## src/sv/tsta_pkg.sv

```systemverilog
// Shared types, constants and helper functions for the scaled texture tile addresser.
// Used by tsta_cfg, tsta_div and scaled_texture_tile_addresser; depends on nothing.
`timescale 1ns / 1ps

package tsta_pkg;

   // Field widths.
   localparam int SRC_DIM_W   = 12;
   localparam int DST_W_W     = 9;
   localparam int DST_H_W     = 8;
   localparam int PIX_W       = 32;
   localparam int SRC_OFF_W   = 24;
   localparam int TEX_OFF_W   = 17;
   localparam int TEX_SHIFT_W = 4;

   // Register bounds; writes are clamped into [1, max].
   localparam logic [SRC_DIM_W-1:0] MAX_SRC_DIM = SRC_DIM_W'(4000);
   localparam logic [DST_W_W-1:0]   MAX_DST_W   = DST_W_W'(300);
   localparam logic [DST_H_W-1:0]   MAX_DST_H   = DST_H_W'(208);

   // Register indexes.
   localparam logic [1:0] REG_SRC_WIDTH  = 2'd0;
   localparam logic [1:0] REG_SRC_HEIGHT = 2'd1;
   localparam logic [1:0] REG_DST_WIDTH  = 2'd2;
   localparam logic [1:0] REG_DST_HEIGHT = 2'd3;

   // Live configuration as seen by the datapath.
   typedef struct packed {
      logic [SRC_DIM_W-1:0]   src_width;
      logic [SRC_DIM_W-1:0]   src_height;
      logic [DST_W_W-1:0]     dst_width;
      logic [DST_H_W-1:0]     dst_height;
      logic [TEX_SHIFT_W-1:0] tex_shift;   // log2 of texture width, at least 3
   } cfg_type;

   // Morton spread of the low three column bits.
   function automatic logic [5:0] col_spread(input logic [2:0] c);
      logic [5:0] r;
      unique case (c)
         3'd0: r = 6'd0;
         3'd1: r = 6'd1;
         3'd2: r = 6'd4;
         3'd3: r = 6'd5;
         3'd4: r = 6'd16;
         3'd5: r = 6'd17;
         3'd6: r = 6'd20;
         3'd7: r = 6'd21;
         default: r = 6'd0;
      endcase
      return r;
   endfunction

   // Morton spread of the low three row bits.
   function automatic logic [5:0] row_spread(input logic [2:0] c);
      logic [5:0] r;
      unique case (c)
         3'd0: r = 6'd0;
         3'd1: r = 6'd2;
         3'd2: r = 6'd8;
         3'd3: r = 6'd10;
         3'd4: r = 6'd32;
         3'd5: r = 6'd34;
         3'd6: r = 6'd40;
         3'd7: r = 6'd42;
         default: r = 6'd0;
      endcase
      return r;
   endfunction

   // RGBA to ABGR.
   function automatic logic [PIX_W-1:0] swap_bytes(input logic [PIX_W-1:0] v);
      return {v[7:0], v[15:8], v[23:16], v[31:24]};
   endfunction

endpackage

```

## src/sv/tsta_cfg.sv

```systemverilog
// Configuration registers with clamping and the derived texture stride shift.
// Depends on tsta_pkg.
`timescale 1ns / 1ps

module tsta_cfg
   import tsta_pkg::*;
(
   input  logic                 clock,
   input  logic                 reset,
   input  logic                 csr_we,
   input  logic [1:0]           csr_index,
   input  logic [SRC_DIM_W-1:0] csr_wdata,
   output cfg_type              cfg
);

   cfg_type cfg_ff, cfg_in;

   // Log2 of the smallest power of two at or above the width, never below 3.
   function automatic logic [TEX_SHIFT_W-1:0] tex_shift_of(input logic [DST_W_W-1:0] w);
      logic [TEX_SHIFT_W-1:0] s;
      s = TEX_SHIFT_W'(DST_W_W);
      for (int p = DST_W_W - 1; p >= 3; p--) begin
         if ((DST_W_W+1)'(1 << p) >= {1'b0, w}) begin
            s = TEX_SHIFT_W'(p);
         end
      end
      return s;
   endfunction

   logic [SRC_DIM_W-1:0] src_dim_clamped;
   logic [DST_W_W-1:0]   dst_w_clamped;
   logic [DST_H_W-1:0]   dst_h_clamped;

   // Clamp each candidate value into its legal range.
   always_comb begin
      src_dim_clamped = csr_wdata;
      if (src_dim_clamped == '0) begin
         src_dim_clamped = SRC_DIM_W'(1);
      end else if (src_dim_clamped > MAX_SRC_DIM) begin
         src_dim_clamped = MAX_SRC_DIM;
      end
      dst_w_clamped = csr_wdata[DST_W_W-1:0];
      if (dst_w_clamped == '0) begin
         dst_w_clamped = DST_W_W'(1);
      end else if (dst_w_clamped > MAX_DST_W) begin
         dst_w_clamped = MAX_DST_W;
      end
      dst_h_clamped = csr_wdata[DST_H_W-1:0];
      if (dst_h_clamped == '0) begin
         dst_h_clamped = DST_H_W'(1);
      end else if (dst_h_clamped > MAX_DST_H) begin
         dst_h_clamped = MAX_DST_H;
      end
   end

   // Register write decode.
   always_comb begin
      cfg_in = cfg_ff;
      if (csr_we) begin
         unique case (csr_index)
            REG_SRC_WIDTH:  cfg_in.src_width  = src_dim_clamped;
            REG_SRC_HEIGHT: cfg_in.src_height = src_dim_clamped;
            REG_DST_WIDTH: begin
               cfg_in.dst_width = dst_w_clamped;
               cfg_in.tex_shift = tex_shift_of(dst_w_clamped);
            end
            REG_DST_HEIGHT: cfg_in.dst_height = dst_h_clamped;
            default: cfg_in = cfg_ff;
         endcase
      end
   end

   always_ff @(posedge clock) begin
      if (reset) begin
         cfg_ff.src_width  <= SRC_DIM_W'(1);
         cfg_ff.src_height <= SRC_DIM_W'(1);
         cfg_ff.dst_width  <= DST_W_W'(1);
         cfg_ff.dst_height <= DST_H_W'(1);
         cfg_ff.tex_shift  <= TEX_SHIFT_W'(3);
      end else begin
         cfg_ff <= cfg_in;
      end
   end

   assign cfg = cfg_ff;

endmodule

```

## src/sv/tsta_div.sv

```systemverilog
// Pipelined restoring divider, one quotient bit per register stage; house conventions
// from tsta_pkg. The user must hold divisor stable between items; not enforced here.
`timescale 1ns / 1ps

module tsta_div
   import tsta_pkg::*;
#(
   parameter int DVD_W = 21,
   parameter int DVS_W = 9,
   parameter int QUO_W = 12
) (
   input  logic             clock,
   input  logic             en,
   input  logic [DVD_W-1:0] dividend,
   input  logic [DVS_W-1:0] divisor,
   output logic [QUO_W-1:0] quotient
);

   localparam int CW = DVD_W + QUO_W;

   logic [DVD_W-1:0] rem_ff [QUO_W];
   logic [QUO_W-1:0] quo_ff [QUO_W];

   // Stage i settles quotient bit QUO_W-1-i.
   for (genvar i = 0; i < QUO_W; i++) begin : g_stage
      logic [DVD_W-1:0] rem_prev;
      logic [QUO_W-1:0] quo_prev;
      logic [CW-1:0]    trial;
      logic             take;

      if (i == 0) begin : g_first
         assign rem_prev = dividend;
         assign quo_prev = '0;
      end else begin : g_rest
         assign rem_prev = rem_ff[i-1];
         assign quo_prev = quo_ff[i-1];
      end

      assign trial = CW'(divisor) << (QUO_W - 1 - i);
      assign take  = CW'(rem_prev) >= trial;

      always_ff @(posedge clock) begin
         if (en) begin
            rem_ff[i] <= take ? DVD_W'(CW'(rem_prev) - trial) : rem_prev;
            quo_ff[i] <= quo_prev | (QUO_W'(take) << (QUO_W - 1 - i));
         end
      end
   end

   assign quotient = quo_ff[QUO_W-1];

endmodule

```

## src/sv/scaled_texture_tile_addresser.sv

```systemverilog
// Request beats pass through stage 1, stage 2, the bit-per-stage divider stages for the scaled
// source coordinates and the output register; one beat per cycle sustained when not stalled.
// The whole pipeline stalls together only while the response register holds an untaken beat.
// Synchronous active-high reset clears valid bits; registers reset to 1 (texture width 8).
// Top level; depends on tsta_pkg, tsta_cfg and tsta_div.
`timescale 1ns / 1ps

module scaled_texture_tile_addresser
   import tsta_pkg::*;
(
   input  logic                 clock,
   input  logic                 reset,
   // dst_x[8:0], dst_y[16:9], pixel_in[48:17], zero fill above
   input  logic [55:0]          req_tdata,
   input  logic                 req_tvalid,
   output logic                 req_tready,
   // src_offset[23:0], tex_offset[40:24], pixel_out[72:41], out_of_range[73], zero fill
   output logic [79:0]          rsp_tdata,
   output logic                 rsp_tvalid,
   input  logic                 rsp_tready,
   input  logic                 csr_we,
   input  logic [1:0]           csr_index,
   input  logic [SRC_DIM_W-1:0] csr_wdata
);

   localparam int DIV_STG = SRC_DIM_W;
   localparam int PX_W    = DST_W_W + SRC_DIM_W;
   localparam int PY_W    = DST_H_W + SRC_DIM_W;

   typedef struct packed {
      logic                 oor;
      logic [TEX_OFF_W-1:0] tex;
      logic [PIX_W-1:0]     pix;
   } side_type;

   cfg_type cfg;
   logic    en;

   tsta_cfg u_cfg (
      .clock     (clock),
      .reset     (reset),
      .csr_we    (csr_we),
      .csr_index (csr_index),
      .csr_wdata (csr_wdata),
      .cfg       (cfg)
   );

   // The pipeline moves whenever the response register is free or being drained.
   assign en         = !rsp_tvalid || rsp_tready;
   assign req_tready = en;

   // Stage 1: capture the request beat.
   logic               v1_ff;
   logic [DST_W_W-1:0] x1_ff;
   logic [DST_H_W-1:0] y1_ff;
   logic [PIX_W-1:0]   pix1_ff;

   always_ff @(posedge clock) begin
      if (reset) begin
         v1_ff <= 1'b0;
      end else if (en) begin
         v1_ff <= req_tvalid;
      end
   end

   always_ff @(posedge clock) begin
      if (en) begin
         x1_ff   <= req_tdata[8:0];
         y1_ff   <= req_tdata[16:9];
         pix1_ff <= req_tdata[48:17];
      end
   end

   // Stage 2: products for the scale, Morton tile offset, range check, byte swap.
   logic                 v2_ff;
   logic [PX_W-1:0]      px2_ff;
   logic [PY_W-1:0]      py2_ff;
   side_type             side2_ff, side2_in;
   logic [TEX_OFF_W-1:0] row_part, col_part;

   always_comb begin
      row_part = TEX_OFF_W'(y1_ff[DST_H_W-1:3]) << (cfg.tex_shift + TEX_SHIFT_W'(3));
      col_part = TEX_OFF_W'(x1_ff[DST_W_W-1:3]) << 6;
      side2_in.oor = (x1_ff >= cfg.dst_width) || (y1_ff >= cfg.dst_height);
      side2_in.tex = row_part + col_part + TEX_OFF_W'(col_spread(x1_ff[2:0]))
                   + TEX_OFF_W'(row_spread(y1_ff[2:0]));
      side2_in.pix = swap_bytes(pix1_ff);
   end

   always_ff @(posedge clock) begin
      if (reset) begin
         v2_ff <= 1'b0;
      end else if (en) begin
         v2_ff <= v1_ff;
      end
   end

   always_ff @(posedge clock) begin
      if (en) begin
         px2_ff   <= PX_W'(x1_ff) * PX_W'(cfg.src_width);
         py2_ff   <= PY_W'(y1_ff) * PY_W'(cfg.src_height);
         side2_ff <= side2_in;
      end
   end

   // Division stages: scaled source column and row.
   logic [SRC_DIM_W-1:0] sx, sy;

   tsta_div #(.DVD_W(PX_W), .DVS_W(DST_W_W), .QUO_W(DIV_STG)) u_div_x (
      .clock    (clock),
      .en       (en),
      .dividend (px2_ff),
      .divisor  (cfg.dst_width),
      .quotient (sx)
   );

   tsta_div #(.DVD_W(PY_W), .DVS_W(DST_H_W), .QUO_W(DIV_STG)) u_div_y (
      .clock    (clock),
      .en       (en),
      .dividend (py2_ff),
      .divisor  (cfg.dst_height),
      .quotient (sy)
   );

   // Side data and valid bits travel alongside the dividers.
   logic     vd_ff [DIV_STG];
   side_type sd_ff [DIV_STG];

   always_ff @(posedge clock) begin
      if (reset) begin
         for (int i = 0; i < DIV_STG; i++) begin
            vd_ff[i] <= 1'b0;
         end
      end else if (en) begin
         vd_ff[0] <= v2_ff;
         for (int i = 1; i < DIV_STG; i++) begin
            vd_ff[i] <= vd_ff[i-1];
         end
      end
   end

   always_ff @(posedge clock) begin
      if (en) begin
         sd_ff[0] <= side2_ff;
         for (int i = 1; i < DIV_STG; i++) begin
            sd_ff[i] <= sd_ff[i-1];
         end
      end
   end

   // Output stage: raster source index, zeroing of offsets out of range.
   logic                 rsp_valid_ff;
   logic [SRC_OFF_W-1:0] src_off_ff, src_off_in;
   side_type             out_ff, out_in;
   logic [2*SRC_DIM_W:0] raster;

   always_comb begin
      raster     = (2*SRC_DIM_W+1)'(sy) * (2*SRC_DIM_W+1)'(cfg.src_width)
                 + (2*SRC_DIM_W+1)'(sx);
      out_in     = sd_ff[DIV_STG-1];
      src_off_in = raster[SRC_OFF_W-1:0];
      if (out_in.oor) begin
         src_off_in = '0;
         out_in.tex = '0;
      end
   end

   always_ff @(posedge clock) begin
      if (reset) begin
         rsp_valid_ff <= 1'b0;
      end else if (en) begin
         rsp_valid_ff <= vd_ff[DIV_STG-1];
      end
   end

   always_ff @(posedge clock) begin
      if (en) begin
         src_off_ff <= src_off_in;
         out_ff     <= out_in;
      end
   end

   assign rsp_tvalid = rsp_valid_ff;
   assign rsp_tdata  = {6'd0, out_ff.oor, out_ff.pix, out_ff.tex, src_off_ff};

endmodule
```

## config.mk

```make
export PLATFORM = sky130hd
export DESIGN_NAME = scaled_texture_tile_addresser
export DESIGN_NICKNAME = d
export VERILOG_FILES = /design/src/sv/tsta_pkg.sv /design/src/sv/tsta_cfg.sv /design/src/sv/tsta_div.sv /design/src/sv/scaled_texture_tile_addresser.sv
export SDC_FILE = /design/constraint.sdc
export NUM_CORES = 2
export LEC_CHECK = 0
export BUFFER_PORTS_ARGS = -buffer_cell sky130_fd_sc_hd__buf_2
export CORE_MARGIN = 2
export CORE_UTILIZATION = 50
export CTS_CLUSTER_SIZE = 14
export DETAILED_ROUTE_END_ITERATION = 10
export PLACE_DENSITY = 0.78
export SLEW_MARGIN = 10
export SYNTH_ARGS = -nofsm -noshare
export SYNTH_HDL_FRONTEND = slang
export SYNTH_SLANG_ARGS = --single-unit
```

## constraint.sdc

```tcl
create_clock -name clock -period 70.1 [get_ports clock]
set_input_delay 10.515 -clock clock [delete_from_list [all_inputs] [get_ports clock]]
set_output_delay 10.515 -clock clock [all_outputs]
set_load 0.01 [all_outputs]
```

==> metrics.md <==
| Metric | Value |
|---|---|
| Pre-CTS WS | `47.92 ns` |
| Area leader, netlist | `edfxtp_1` |
| Slew HR | `0.1412` |
| Initial DRT Pass Iterations | `5` |
| Required @ worst endpoint | `59.59 ns` |
| Max_cap viols | `0` |
| Crit end category | `output pin` |
| Chip width | `382.8 um` |
| Final Power | `2.969 mW` |
| Total wire length | `132500 um` |
| Total grt overflow | `0` |
| Antenna violations before repair | `2` |
| CTS Buffer Depth | `3` |
| Commonest cells after routing, fill and taps aside | `edfxtp_1, inv_1, nand2_1, ha_1, nor2_1` |
| Top FF cell, synth | `edfxtp_1` |
| First-pass GRT wire length | `213900 um` |
| Fin crit share | `0.3162` |
| DRC viols | `0` |
| Pins Over Slew Limit | `0` |
| Cell Rows | `139` |
| Placed Area | `74760 um^2` |
| Worst EP arrival | `11.65 ns` |
| Setup crit start kind | `primary input` |
| GP Congestion | `0.8701` |
| Worst Hold Class | `flip-flop to flip-flop` |
| Post-synth top area share | `0.5997` |
| CTS sink cnt | `1487` |
| Antenna-violating nets left | `0` |
| Antenna diode count | `0` |
| Slew at the pin closest to its max-slew limit | `1.288 ns` |
| Clk_skew | `0.04022 ns` |
| PD cells | `37.27 nW/um^2` |
| Status | `complete, no violations` |
| Synthesized area per cell | `13.66 um^2` |
| Core area | `143000 um^2` |
| Total Routing Usage GR | `0.1819` |
| Most common cell after layout, fill and taps aside | `edfxtp_1` |
| Final nets | `6198` |
| Port Buf Inserts | `143` |
| Hold Violations, Final | `0` |
| Critical path class | `primary input to output pin` |
| Area of the mapped netlist | `71750 um^2` |
| Final critical-path required period | `22.16 ns` |
| Post-DP HPWL | `89110 um` |
| CTS H-tree depth | `4` |
| Seq cells post-synth | `1487` |
| Vias in the first global route | `41130` |
| Total number of vias | `40860` |
| Share of layout cells above drive strength 1 | `0.09180` |
| Syn. warnings | `0` |
| IO Count | `157` |
| Synth top area cells | `edfxtp_1, fa_1, ha_1` |
| Die area | `146600 um^2` |
| RSZ-0062 raised after global routing | `false` |
| CP max FO | `111` |
| Vias per cell | `5.455` |
| Setup violators final | `0` |
| Height of the chip | `382.8 um` |
| Leakage | `31.31 nW` |
| DR WL/cell | `17.68 um` |
| Max Freq | `0.04512 GHz` |
| Unique masters post-synth | `85` |
| Setup ws final | `47.94 ns` |
| Clock Latency Late Sink | `0.78 ns` |
| Final hold slack | `0.4001 ns` |
| Starting Density | `0.5019` |
| # fillers | `11080` |
| Syn Inst Count | `5253` |
| Sequential share of the synthesized area | `0.6148` |
| CTS tree | `yes` |
| Reg clk slew, reported paths | `0.06 ns` |
| Hold-fix buffers, CTS | `0` |
| CTS Buf Count | `149` |
| DRT iter0 DRCs | `3049` |
| Resized cells post-CTS | `0` |
| Largest net degree at the start of global routing | `205` |
| Setup Buffers After CTS | `0` |
| CTS root buf | `clkbuf_16` |
| Worst VDD drop | `27.31 uV` |
| Finished Cell Area | `79660 um^2` |
| EDFF count, synth | `1433` |
| Synth-to-Final Area Change | `11.02%` |
| Fraction of registers with async set/reset | `0` |
| Setup TNS | `0 ns` |
-- worst max-delay path: stages --
cell     delay, ns
buf_2         0.08
nor2b_1       0.04
buf_4         0.18
inv_8         0.53
buf_2         0.26
-- synth_stat cells, types with 55 or more instances --
cell type,n
edfxtp_1,1433
inv_1,435
nand2_1,412
ha_1,384
nor2_1,266
fa_1,265
a21oi_1,248
o21ai_0,209
and2_1,177
xnor2_1,147
clkbuf_1,111
xor2_1,111
nor3_1,109
nor2b_1,96
mux2_2,68
nand2b_1,68
o21a_1,64
nor4_1,55
-- stage by stage --
step	util	cells
after floorplan	-	5258
after global placement	0.5229	7226
after detailed placement	0.5229	7226
after CTS	0.5572	7491
after global routing	0.5572	7491
final	0.5572	7491
-- report_power, final --
| group | switching (mW) | internal (mW) |
|---|---|---|
| registers | 0.109 | 1.22 |
| logic | 0.465 | 0.382 |
| clock network | 0.333 | 0.459 |
| total | 0.908 | 2.06 |
-- state kept, by name, indices dropped and copies added (netlist names), named ones only --
signal          flops
sd_ff             600
u_div_x.rem_ff    231
u_div_y.rem_ff    220
u_div_x.quo_ff     78
u_div_y.quo_ff     78
rsp_tdata          50
side2_ff           50
u_cfg.cfg          45
pix1_ff            32
src_off_ff         24
px2_ff             21
py2_ff             20
vd_ff              12
x1_ff               9
y1_ff               8
rsp_tvalid          1
v1_ff               1
v2_ff               1
-- final timing paths --
kind,from,to,slack [ns],cells after the start
min,u_div_x.quo_ff[1][22],u_div_x.quo_ff[1][34],0.40,0
max reg2reg,u_cfg.cfg[34],src_off_ff[23],64.00,19
max,rsp_tready,req_tready,47.94,5
min reg2reg,u_div_x.quo_ff[1][22],u_div_x.quo_ff[1][34],0.40,0
-- layout make-up --
class                      instances  area (um^2)  area share
multi-input combinational       3208        25520      0.3203
inverter                         436         1644     0.02064
timing repair buffer             192         1109     0.01392
clock inverter                    85        998.5     0.01253
sequential                      1487        44110      0.5538
clock buffer                     180         3897     0.04893
tap                             1903         2381     0.02989
-- routing by layer --
layer	up-vias	wire (um)	GRT usage
li1	19420	-	-
met1	19930	55870	0.2379
met2	1233	64980	0.3056
met3	279	8200	0.03668
met4	0	3428	0.05731
met5	-	0	0
-- logic make-up (layout without fill, tap and decap cells) --
logic type / after synthesis / count (layout) / share of synthesized area
xor+xnor: 258 / 258 / 0.03149
mux: 98 / 98 / 0.01486
simple gates: 1411 / 1411 / 0.09976
buf+inv: 563 / 893 / 0.03003
other cells: 1 / 6 / 0.00005226
compound gates: 786 / 786 / 0.06813
flops: 1487 / 1487 / 0.6148
fa+ha+maj: 649 / 649 / 0.1409
No activity file was read; power rests on OpenSTA's default activity.
